`config.mk`:
```
export PLATFORM = sky130hd
export DESIGN_NAME = permutation_rotation_rank_decoder_core
export DESIGN_NICKNAME = d
export VERILOG_FILES = /design/src/hw/rtl/prrd_pkg.sv /design/src/hw/rtl/permutation_rotation_rank_decoder_core.sv /design/src/hw/rtl/prrd_front.sv /design/src/hw/rtl/prrd_queue.sv /design/src/hw/rtl/prrd_back.sv
export VERILOG_INCLUDE_DIRS = /design/src /design/src/hw/rtl
export SDC_FILE = /design/constraint.sdc
export NUM_CORES = 1
export LEC_CHECK = 0
export BUFFER_PORTS_ARGS = -buffer_cell sky130_fd_sc_hd__buf_2
export CAP_MARGIN = 15
export CORE_MARGIN = 8
export CORE_UTILIZATION = 40
export CTS_CLUSTER_SIZE = 12
export DETAILED_ROUTE_END_ITERATION = 8
export PLACE_DENSITY = 0.58
export REMOVE_ABC_BUFFERS = 1
export SLEW_MARGIN = 20
export SYNTH_ARGS = -nofsm -noshare
export SYNTH_HDL_FRONTEND = slang
export SYNTH_SLANG_ARGS = --single-unit
```
`constraint.sdc`:
```
create_clock -name clk -period 5.15 [get_ports clk]
set_input_delay 0.515 -clock clk [delete_from_list [all_inputs] [get_ports clk]]
set_output_delay 0.515 -clock clk [all_outputs]
set_load 0.1 [all_outputs]
```
`src/hw/rtl/permutation_rotation_rank_decoder_core_assert.svh`:
```
// Assertion macros for the permutation rotation rank decoder.
// Each macro checks a property on the rising edge of the given clock.
// The check is switched off while the given reset is high.
`ifndef PERMUTATION_ROTATION_RANK_DECODER_CORE_ASSERT_SVH
`define PERMUTATION_ROTATION_RANK_DECODER_CORE_ASSERT_SVH

`ifndef SYNTHESIS
`define PRRD_ASSERT_IMP(label, clk, rst, ante, cons) \
  label: assert property (@(posedge clk) disable iff (rst) (ante) |-> (cons)) \
    else $error("prrd assertion failed");
`define PRRD_ASSERT_NXT(label, clk, rst, ante, cons) \
  label: assert property (@(posedge clk) disable iff (rst) (ante) |=> (cons)) \
    else $error("prrd assertion failed");
`else
`define PRRD_ASSERT_IMP(label, clk, rst, ante, cons)
`define PRRD_ASSERT_NXT(label, clk, rst, ante, cons)
`endif

`endif

```
`src/hw/rtl/prrd_pkg.sv`:
```
`timescale 1ns / 1ps
// ----------------------------------------------------------------------------
// Permutation rotation rank decoder package
// Shared widths, the queue entry type and the rank weight table.
// ----------------------------------------------------------------------------
package prrd_pkg;

  localparam int MaxLength = 8;
  localparam int PosW      = 3;
  localparam int RotW      = 2;
  localparam int LenW      = 4;
  localparam int RankW     = 28;
  localparam int IdxW      = $clog2(MaxLength);
  localparam int DigitW    = 5;
  localparam int WeightW   = 24;
  localparam int ProdW     = DigitW + WeightW;
  localparam int QDepth    = 4;
  localparam int QPtrW     = $clog2(QDepth);
  localparam int QCntW     = QPtrW + 1;

  localparam logic [LenW-1:0] LenReset = 4'd4;
  localparam logic [LenW-1:0] LenMin   = 4'd1;
  localparam logic [LenW-1:0] LenMax   = 4'd8;

  typedef struct packed {
    logic [DigitW-1:0] digit;
    logic [IdxW-1:0]   k;
    logic              last;
    logic              err;
  } elem_t;

  typedef struct packed {
    logic full;
    logic empty;
  } q_status_t;

  // k! * 3^k
  function automatic logic [WeightW-1:0] weight(input logic [IdxW-1:0] k);
    logic [WeightW-1:0] w;
    case (k)
      3'd0:    w = 24'd1;
      3'd1:    w = 24'd3;
      3'd2:    w = 24'd18;
      3'd3:    w = 24'd162;
      3'd4:    w = 24'd1944;
      3'd5:    w = 24'd29160;
      3'd6:    w = 24'd524880;
      3'd7:    w = 24'd11022480;
      default: w = 24'd1;
    endcase
    return w;
  endfunction

endpackage

```
`src/hw/rtl/permutation_rotation_rank_decoder_core.sv`:
```
`timescale 1ns / 1ps
// ----------------------------------------------------------------------------
// Permutation rotation rank decoder
// Decodes groups of position and rotation elements into a mixed-radix rank.
// ----------------------------------------------------------------------------
// Elements arrive on the in channel (position, rotation) and each group of
// perm_length elements yields one request on the out channel (rank,
// bad_group). The cfg channel writes perm_length and drops any partly
// received group; it is always ready. It is to be used only while the block
// is idle; the block itself does not enforce this. The block takes one
// element per cycle while the queue has room. An element is classified by
// the front end in the cycle it is accepted, and the back end takes it from
// a four-entry queue after it is written there; one 5 by 24 bit multiply
// and a 28-bit add finish it. out_valid rises at the clock edge that pops
// the last element of its group from the queue. Reset sets perm_length to
// four and clears the open group, the queue and out_valid. While the
// receiver stalls, elements that do not close a group keep draining; the
// queue fills behind a closing element, and in_ready falls once it is full.
// ----------------------------------------------------------------------------
`include "permutation_rotation_rank_decoder_core_assert.svh"

module permutation_rotation_rank_decoder_core (
  input  logic                       clk,
  input  logic                       rst,
  input  logic                       cfg_valid,
  output logic                       cfg_ready,
  input  logic [prrd_pkg::LenW-1:0]  perm_length,
  input  logic                       in_valid,
  output logic                       in_ready,
  input  logic [prrd_pkg::PosW-1:0]  position,
  input  logic [prrd_pkg::RotW-1:0]  rotation,
  output logic                       out_valid,
  input  logic                       out_ready,
  output logic [prrd_pkg::RankW-1:0] rank,
  output logic                       bad_group
);

  logic                cfg_fire;
  logic                push;
  logic                pop;
  prrd_pkg::elem_t     push_elem;
  prrd_pkg::elem_t     head;
  prrd_pkg::q_status_t q_status;

  assign cfg_ready = 1'b1;
  assign cfg_fire  = cfg_valid;

  prrd_front u_front (
    .clk         (clk),
    .rst         (rst),
    .cfg_fire    (cfg_fire),
    .perm_length (perm_length),
    .in_valid    (in_valid),
    .in_ready    (in_ready),
    .position    (position),
    .rotation    (rotation),
    .q_status    (q_status),
    .push        (push),
    .elem        (push_elem)
  );

  prrd_queue u_queue (
    .clk       (clk),
    .rst       (rst),
    .push      (push),
    .push_elem (push_elem),
    .pop       (pop),
    .head      (head),
    .status    (q_status)
  );

  prrd_back u_back (
    .clk       (clk),
    .rst       (rst),
    .cfg_fire  (cfg_fire),
    .q_status  (q_status),
    .head      (head),
    .pop       (pop),
    .out_valid (out_valid),
    .out_ready (out_ready),
    .rank      (rank),
    .bad_group (bad_group)
  );

  `PRRD_ASSERT_IMP(a_no_push_when_full, clk, rst, in_valid && in_ready, !q_status.full)
  `PRRD_ASSERT_IMP(a_close_needs_slot, clk, rst, pop && head.last, !out_valid || out_ready)
  `PRRD_ASSERT_IMP(a_result_from_close, clk, rst, $rose(out_valid), $past(pop && head.last))
  `PRRD_ASSERT_NXT(a_pop_not_empty, clk, rst, q_status.empty && !push, !pop)

endmodule

```
`src/hw/rtl/prrd_front.sv`:
```
`timescale 1ns / 1ps
// ----------------------------------------------------------------------------
// Rank decoder front end
// Accepts elements, tracks the used positions of the open group and turns
// each element into a digit, a weight index and group flags.
// ----------------------------------------------------------------------------
module prrd_front (
  input  logic                      clk,
  input  logic                      rst,
  input  logic                      cfg_fire,
  input  logic [prrd_pkg::LenW-1:0] perm_length,
  input  logic                      in_valid,
  output logic                      in_ready,
  input  logic [prrd_pkg::PosW-1:0] position,
  input  logic [prrd_pkg::RotW-1:0] rotation,
  input  prrd_pkg::q_status_t       q_status,
  output logic                      push,
  output prrd_pkg::elem_t           elem
);

  logic [prrd_pkg::LenW-1:0]      length;
  logic [prrd_pkg::MaxLength-1:0] used_mask;
  logic [prrd_pkg::IdxW-1:0]      element_count;
  logic                           error_seen;

  logic [prrd_pkg::LenW-1:0]      p_eff;
  logic [prrd_pkg::LenW-1:0]      limit;
  logic [prrd_pkg::LenW-1:0]      s;
  logic [prrd_pkg::LenW-1:0]      count_next;
  logic                           bad_pos;
  logic                           last;

  always_comb begin
    if (length < prrd_pkg::LenMin) begin
      p_eff = prrd_pkg::LenMin;
    end else if (length > prrd_pkg::LenMax) begin
      p_eff = prrd_pkg::LenMax;
    end else begin
      p_eff = length;
    end
    limit = ({1'b0, position} < p_eff) ? {1'b0, position} : p_eff;
    s = '0;
    for (int j = 0; j < prrd_pkg::MaxLength; j++) begin
      if ((prrd_pkg::LenW'(j) < limit) && !used_mask[prrd_pkg::IdxW'(j)]) begin
        s = s + 1'b1;
      end
    end
    bad_pos    = ({1'b0, position} >= p_eff) || used_mask[position];
    count_next = {1'b0, element_count} + 1'b1;
    last       = count_next >= p_eff;
    elem.digit = prrd_pkg::DigitW'(s) * prrd_pkg::DigitW'(3)
               + prrd_pkg::DigitW'(rotation);
    elem.k     = prrd_pkg::IdxW'(p_eff - 1'b1 - {1'b0, element_count});
    elem.last  = last;
    elem.err   = error_seen | bad_pos;
  end

  assign in_ready = !q_status.full;
  assign push     = in_valid && !q_status.full;

  always_ff @(posedge clk) begin
    if (rst) begin
      length        <= prrd_pkg::LenReset;
      used_mask     <= '0;
      element_count <= '0;
      error_seen    <= 1'b0;
    end else if (cfg_fire) begin
      length        <= perm_length;
      used_mask     <= '0;
      element_count <= '0;
      error_seen    <= 1'b0;
    end else if (push) begin
      if (last) begin
        used_mask     <= '0;
        element_count <= '0;
        error_seen    <= 1'b0;
      end else begin
        if (!bad_pos) begin
          used_mask[position] <= 1'b1;
        end
        element_count <= prrd_pkg::IdxW'(count_next);
        error_seen    <= error_seen | bad_pos;
      end
    end
  end

endmodule

```
`src/hw/rtl/prrd_queue.sv`:
```
`timescale 1ns / 1ps
// ----------------------------------------------------------------------------
// Rank decoder element queue
// A short first-in first-out buffer between the front end and the back end.
// ----------------------------------------------------------------------------
module prrd_queue (
  input  logic                clk,
  input  logic                rst,
  input  logic                push,
  input  prrd_pkg::elem_t     push_elem,
  input  logic                pop,
  output prrd_pkg::elem_t     head,
  output prrd_pkg::q_status_t status
);

  prrd_pkg::elem_t            entries [prrd_pkg::QDepth];
  logic [prrd_pkg::QPtrW-1:0] wr_ptr;
  logic [prrd_pkg::QPtrW-1:0] rd_ptr;
  logic [prrd_pkg::QCntW-1:0] count;

  assign head         = entries[rd_ptr];
  assign status.full  = count == prrd_pkg::QCntW'(prrd_pkg::QDepth);
  assign status.empty = count == '0;

  always_ff @(posedge clk) begin
    if (push) begin
      entries[wr_ptr] <= push_elem;
    end
  end

  always_ff @(posedge clk) begin
    if (rst) begin
      wr_ptr <= '0;
      rd_ptr <= '0;
      count  <= '0;
    end else begin
      if (push) begin
        wr_ptr <= wr_ptr + 1'b1;
      end
      if (pop) begin
        rd_ptr <= rd_ptr + 1'b1;
      end
      if (push && !pop) begin
        count <= count + 1'b1;
      end else if (pop && !push) begin
        count <= count - 1'b1;
      end
    end
  end

endmodule

```
`src/hw/rtl/prrd_back.sv`:
```
`timescale 1ns / 1ps
// ----------------------------------------------------------------------------
// Rank decoder back end
// Multiplies each digit by its weight, accumulates the group rank and holds
// the finished result in the output register.
// ----------------------------------------------------------------------------
module prrd_back (
  input  logic                       clk,
  input  logic                       rst,
  input  logic                       cfg_fire,
  input  prrd_pkg::q_status_t        q_status,
  input  prrd_pkg::elem_t            head,
  output logic                       pop,
  output logic                       out_valid,
  input  logic                       out_ready,
  output logic [prrd_pkg::RankW-1:0] rank,
  output logic                       bad_group
);

  logic [prrd_pkg::RankW-1:0] accumulator;
  logic [prrd_pkg::ProdW-1:0] product;
  logic [prrd_pkg::RankW-1:0] sum;

  assign product = prrd_pkg::ProdW'(head.digit) * prrd_pkg::ProdW'(prrd_pkg::weight(head.k));
  assign sum     = accumulator + product[prrd_pkg::RankW-1:0];
  assign pop     = !q_status.empty && (!head.last || !out_valid || out_ready);

  always_ff @(posedge clk) begin
    if (rst) begin
      accumulator <= '0;
      out_valid   <= 1'b0;
    end else begin
      if (out_valid && out_ready) begin
        out_valid <= 1'b0;
      end
      if (cfg_fire) begin
        accumulator <= '0;
      end else if (pop) begin
        if (head.last) begin
          accumulator <= '0;
          out_valid   <= 1'b1;
        end else begin
          accumulator <= sum;
        end
      end
    end
  end

  always_ff @(posedge clk) begin
    if (pop && head.last) begin
      rank      <= sum;
      bad_group <= head.err;
    end
  end

endmodule

```
==> summary.txt, run 1 <==
Synth Flop Type: edfxtp_1
Synth Instances: 834
global-route wire length before repair: 31,300 um
Max Slew Vio Count: 0
number of H-tree levels: 4
Setup Viol. Count Final: 0
Synth Warn #: 0
largest family of logic cells by synthesized area: adder cells
Crit path largest cell delay: 570 ps
largest net degree at the start of global routing: 30
post-synthesis xor/xnor area fraction: 0.0413
vias: 6,094
count of cell types in the netlist: 65
Met3 Wirelength: 763 um
Tmin final: 5070 ps
vias in the first global route: 6,281
Min-Delay Path Class: in -> reg
final net count: 1,125
multi-input logic area: 0.00527 mm^2
Syn Std Cell Area: 0.00867 mm^2
Die Y-Extent: 163 um
# rows: 54
Startpoint Class: flip-flop
Synth async-reset ratio: 0
total congestion overflow: 0
EDFF count, synth: 69
critical path class: reg -> reg
Total Neg Setup Slack: 0 ps
Slew Limit Headroom: 0.389
simple-gate area share of the yosys netlist: 0.108
Yosys top cell area share: 0.239
total CTS buffers: 17
#FFs+latches synth: 123
crit end category: flip-flop
Total GRT Usage: 0.148
ANT cells: 0
area leader, netlist: edfxtp_1
Adder-Cell Fraction of Synth Area: 0.261
port buffer count: 44
Seq/Total Area, Yosys: 0.364
slew of the pin with the lowest slew margin: 914 ps
worst skew pair latency: 430 ps
post-synthesis compound-gate area fraction: 0.112
dpl hpwl: 14,400 um
num ports: 46
Mapped Avg Cell Area: 10.4 um^2
final worst path period share: 0.985
DR WL/cell: 14.9 um
worst endpoint required time: 5330 ps
Root Driver: clkbuf_16
WP data arrival: 5260 ps
Placer Congestion: 0.844
core box area: 0.0216 mm^2
Metal-1 WL: 8810 um
total wire length: 18,800 um
status: completed
Initial DRC Count: 229
proportion of layout cells with a drive suffix above 1: 0.277
slowest stage cell, crit path: mux4_2
overall die width: 163 um
uppermost layer routed: met4
initial antenna violation count: 0
critical-path maximum fanout: 5
Finished Core Util: 0.499
vias per cell: 4.85
FMAX: 197 MHz
Critical Path, Cell by Cell: mux4_2, buf_6, ha_4, mux2i_2, buf_4, nand2_4, fa_1, fa_2, fa_1, inv_1, ha_2, a21o_1, a21oi_2, buf_4, a211o_1, o211ai_1, o211a_1, or3_4, and2_4
CTS tree: yes
Final Hold Viols: 0
skew final: 10.7 ps
post-synthesis mux area share: 0.0423
fill count: 1,935
final antenna-violating net count: 0
top post-synthesis cells by area: edfxtp_1, fa_1, ha_1
CTS sink cnt: 123
Syn-to-layout area delta: 24.0%
Worst-path clk slew: 60 ps
Hold-fix buffers, CTS: 0
die area: 0.0266 mm^2
max_cap viols: 0
RSZ-0062 raised after global routing: yes
met2 WL: 8880 um
initial core utilization: 0.402
Storage cell area: 0.00316 mm^2
DR DRC count: 0
total iterations of the first detailed-routing run: 4
Max clock buf depth: 2
worst hold margin: 296 ps
-- kinds of logic after synthesis --
| logic type | Yosys count |
|---|---|
| flip-flops | 123 |
| AND/OR/NAND/NOR | 203 |
| AO/OA/AOI/OAI | 140 |
| XOR/XNOR | 40 |
| other | 2 |
| multiplexers | 27 |
| buffers and inverters | 152 |
| adder cells (fa/ha/maj) | 147 |
-- cell usage in the layout (no fill, tap or decap), types with 5 or more instances in the layout --
cell       netlist  final
mux2i_1         13     12
nor2_1          98     86
xnor2_1         26     25
nor2_2           0      7
or2_2            8      7
a22o_1          19     19
edfxtp_1        69     69
nand2_1         38     34
ha_1            90     75
a21oi_2          1     12
nor2b_1          7      7
inv_2            1     10
nand2b_1         8      7
inv_1          126    117
buf_2            3     44
nand3_1          8      8
o21ai_1          5      9
mux2_2           7      6
a21oi_1         38     27
mux4_2           7      7
and3_1           8      7
xor2_1          13     13
buf_6            4      5
o21ai_0         17     10
fa_1            57     56
ha_4             0     12
clkbuf_16        0     18
o21a_1           5      5
buf_4            1     87
a22oi_1         11     11
nor2_4           0      5
a32o_1           6      6
a21o_1          11     11
dfxtp_1         54     52
-- synthesized netlist by cell type, types with 3 or more instances --
cell and count:
xnor2_1 26, and2_1 5, o21a_1 5, o21ai_0 17
nand2_1 38, a22oi_1 11, a32o_1 6, a21oi_1 38
or2_2 8, fa_1 57, nor2_1 98, a211o_1 3
dfxtp_1 54, nor2b_1 7, buf_2 3, mux2i_1 13
nand2b_1 8, a21o_1 11, inv_1 126, ha_1 90
mux4_2 7, and3_1 8, nand4_1 3, clkbuf_1 15
nand3_1 8, buf_6 4, o21ai_1 5, nand2_2 3
xor2_1 13, mux2_2 7, nor3_1 4, a22o_1 19
edfxtp_1 69, nor4_1 3, o211ai_1 4
-- layout make-up --
cell class	count	share of cell area
Clock inverter	11	0.00757
Sequential cell	123	0.294
Clock buffer	21	0.0448
Multi-Input combinational cell	559	0.490
Tap cell	280	0.0326
Inverter	127	0.0443
Timing Repair Buffer	136	0.0865
-- metal layers --
metal / track usage / vias to the layer above
met4: 0.0463 / 0
met5: 0 / -
met2: 0.244 / 86
li1: - / 3088
met3: 0.0373 / 23
met1: 0.188 / 2897
-- state kept, by name (all words and copies together), names as in the netlist, 2 cells and up, named ones only --
name	count
u_queue.count	3
u_queue.entries	40
u_back.rank	28
u_front.used_mask	8
u_back.accumulator	28
u_front.element_count	3
u_front.length	4
u_queue.rd_ptr	2
u_queue.wr_ptr	2
-- critical path, delay by kind of cell, from the launching register on --
kind            cells  cell delay (ps)
compound gates      5              880
fa+ha+maj           5             1800
buf+inv             4              480
flops               1              380
mux                 2              730
simple gates        3              540
-- worst paths after layout --
| check | from | end | slack [ps] | depth (start not counted) |
|---|---|---|---|---|
| min | perm_length[2] | u_front.length[2]$_SDFFE_PP1P_ | 300 | 2 |
| max | flip-flop | u_back.rank[23]$_DFFE_PP_ | 80 | 19 |
| min reg2reg | u_front.used_mask[7]$_SDFFE_PP0P_ | u_front.used_mask[7]$_SDFFE_PP0P_ | 460 | 1 |
| max reg2reg | flip-flop | u_back.rank[23]$_DFFE_PP_ | 80 | 19 |
-- stage by stage --
step / area [um^2] / instances / setup slack (ps)
6_report: 10800 / 1257 / 75.0
5_1_grt: 10800 / 1257 / -60.6
4_1_cts: 10400 / 1247 / 0.286
3_5_place_dp: 9720 / 1213 / -215
3_3_place_gp: 9720 / 1213 / -144
2_1_floorplan: 8540 / 809 / -316
-- timing repair --
item,CTS,global route
setup endpoints to repair,23,28
pin swaps,13,46
setup buffers,2,10
gates resized for setup,21,71
cloned,0,0
Power of run 1 is left out: the tool's default activity adds up to more than one toggle a clock period on the data nets, which glitch-free logic cannot reach.
==> run 2, diff against run 1 <==
ABC_AREA = 1   (was default)
CORE_UTILIZATION = 29   (was 40)
PLACE_DENSITY = 0.45   (was 0.58)
==> run 2 against run 1 <==
Effect of this change: clock-buffer cell count fell by 3; critical path depth rose by 2; via count rose by 21%; core utilization fell by 16 points; die area rose by 46%; synthesized cell count rose by 41%; final area rose by 3.6%; critical path type unchanged; critical endpoint is now u_back.rank[22]$_DFFE_PP_; highest routed layer unchanged.
==> summary.txt, run 2 <==
grt met1 use: 0.156 (-0.0322)
status: completed
num ports: 46 (unchanged)
worst skew pair latency: 430 ps (about the same)
Synth Warn #: 0 (unchanged)
critical-path maximum fanout: 9 (+4)
Tmin final: 4830 ps (-240 ps)
Total Neg Setup Slack: 0 ps (unchanged)
max_cap viols: 0 (unchanged)
vias: 7,393 (+21%)
Startpoint Class: flip-flop
vias in the first global route: 7,341 (+17%)
final net count: 1,404 (+25%)
core box area: 0.0325 mm^2 (+51%)
total wire length: 23,900 um (+27%)
global-route wire length before repair: 38,400 um (+23%)
Die Y-Extent: 198 um (+21%)
Min-Delay Path Class: in -> reg
CTS sink cnt: 123 (unchanged)
slew of the pin with the lowest slew margin: 919 ps (+5.04 ps)
initial antenna violation count: 0 (unchanged)
Worst-path clk slew: 70 ps (about the same)
DR WL/cell: 14.1 um (-5.7%)
critical path class: reg -> reg
DR DRC count: 0 (unchanged)
top post-synthesis cells by area: edfxtp_1, fa_1, ha_1
total iterations of the first detailed-routing run: 5 (+1)
fill count: 3,542 (+83%)
proportion of layout cells with a drive suffix above 1: 0.133 (-0.144)
Placer Congestion: 0.839 (-0.51%)
Slew Limit Headroom: 0.385 (-0.00418)
Max Slew Vio Count: 0 (unchanged)
total CTS buffers: 17 (unchanged)
Initial DRC Count: 314 (+37%)
Mapped Avg Cell Area: 8.14 um^2 (-22%)
worst hold stages: 3 (+1)
dpl ws: 101 ps (+317 ps)
Synth Instances: 1,175 (+41%)
ANT cells: 0 (unchanged)
Synth async-reset ratio: 0 (unchanged)
Syn-to-layout area delta: 16.4%
count of cell types in the netlist: 41 (-37%)
Synth Flop Type: edfxtp_1
largest net degree at the start of global routing: 33 (+10%)
EDFF count, synth: 69 (unchanged)
#FFs+latches synth: 123 (unchanged)
Seq/Total Area, Yosys: 0.330 (-0.0338)
overall die width: 198 um (+21%)
flop2flop setup slack: 320 ps (+240 ps)
WP data arrival: 5020 ps (-240 ps)
# rows: 66 (+22%)
area leader, netlist: edfxtp_1
max reg flops: 40 (unchanged)
initial core utilization: 0.294 (-0.108)
port buffer count: 44 (unchanged)
setup ws final: 315 ps (+240 ps)
final worst path period share: 0.939 (-0.0466)
Total GRT Usage: 0.127 (-0.0214)
final antenna-violating net count: 0 (unchanged)
vias per cell: 4.35 (-10%)
met2 Track Usage GR: 0.216 (-0.0279)
met3 Track Usage GR: 0.0256 (-0.0117)
Setup Viol. Count Final: 0 (unchanged)
most common cell after layout, fill and taps aside: nand2_1
count leader, synth: nand2_1
worst endpoint required time: 5340 ps (about the same)
top flop regs: u_queue.entries x40, u_back.accumulator x28, u_back.rank x28
total congestion overflow: 0 (unchanged)
Yosys top cell area share: 0.217 (-0.0222)
Root Driver: clkbuf_16
worst hold margin: 294 ps (-1.55 ps)
Finished Core Util: 0.342 (-0.157)
Reg2Reg Depth: 21 (+2)
CTS tree: yes
Syn Std Cell Area: 0.00956 mm^2 (+10%)
skew final: 12.1 ps (+1.42 ps)
GR peak layer: met2
FMAX: 207 MHz (+5.0%)
Hold-fix buffers, CTS: 0 (unchanged)
Most flops, register: u_queue.entries
Max clock buf depth: 2 (unchanged)
die area: 0.0390 mm^2 (+46%)
crit end category: flip-flop
most frequent cells in the layout: nand2_1, inv_1, nor2_1, ha_1, a21oi_1
R2R Path End: u_back.rank[22]$_DFFE_PP_
Final Hold Viols: 0 (unchanged)
number of H-tree levels: 4 (unchanged)
dpl hpwl: 19,400 um (+35%)
hold wc startpoint: perm_length[2]
Hold EP: u_front.length[2]$_SDFFE_PP1P_
top post-synthesis cells by count: nand2_1, inv_1, nor2_1
run 2: cell count changes in the layout (fill, tap and decap cells not counted), moves of 12 or more:
cell and change:
inv_1 +105, buf_4 -64, a21oi_1 +43, nand2_1 +225
ha_1 +13, nor2_1 +18, nand3_1 +48, mux2i_1 -12
xnor2_1 -23, a22o_1 -19, o21ai_0 +13
run 2: what timing repair did:
action,CTS,global route
gates resized for setup,0,19
hold endpoints to repair,0,0
endpoints found under the setup margin,0,30
setup buffers,0,1
run 2: worst max-delay path by stage:
stage,from,end,cells past startpoint
after floorplan,flip-flop,u_back.rank[14]$_DFFE_PP_,23
after global placement,flip-flop,u_back.rank[21]$_DFFE_PP_,24
after detailed placement,flip-flop,u_back.accumulator[16]$_SDFFE_PP0P_,24
after CTS,flip-flop,u_back.accumulator[16]$_SDFFE_PP0P_,24
after global routing,flip-flop,u_back.rank[19]$_DFFE_PP_,20
final,flip-flop,u_back.rank[22]$_DFFE_PP_,21
run 2: cell type report:
type	count	area [um^2]	share of cell area
clock buffers	18	429	0.0385
clock inverters	14	209	0.0188
inverters	239	897	0.0806
multi-input cells	794	5480	0.492
flip-flops and latches	123	3150	0.283
well taps	442	553	0.0497
repair buffers	68	413	0.0371
run 2: layer usage:
metal	part of all wire	vias to the layer above
met2	0.47	96
met3	0.029	38
met1	0.47	3419
met4	0.028	0
met5	0	-
li1	-	3840
run 2: kinds of logic (layout without fill, tap and decap cells):
kind of cell    Yosys count  count (layout)  share of synthesized area
compound gates          131             131                     0.0868
xor+xnor                 16              16                     0.0147
fa+ha+maj               147             147                      0.237
buf+inv                 258             339                      0.107
flops                   123             123                      0.330
other cells               2               2                   0.000785
simple gates            498             498                      0.224
run 2: critical path, cell delays in order (launching register included):
cell and delay [ps]:
dfxtp_2 350, inv_2 130, nand2_1 80, a32oi_2 210, inv_2 100, ha_1 300, nand2_1 160, nor2_1 90
fa_1 520, fa_1 540, inv_1 50, fa_1 520, inv_1 40, ha_1 350, nand2_1 140, nor2_1 270
inv_1 60, o21ai_0 240, nand2_1 120, nand3_1 80, nand2_1 70, and2_1 140
run 2: per-stage QoR:
stage / cell area (um^2) / instances
2_1_floorplan: 9440 / 1156
3_3_place_gp: 10400 / 1665
3_5_place_dp: 10400 / 1665
4_1_cts: 11000 / 1697
5_1_grt: 11100 / 1698
6_report: 11100 / 1698
Power of run 2 is left out for the same reason.
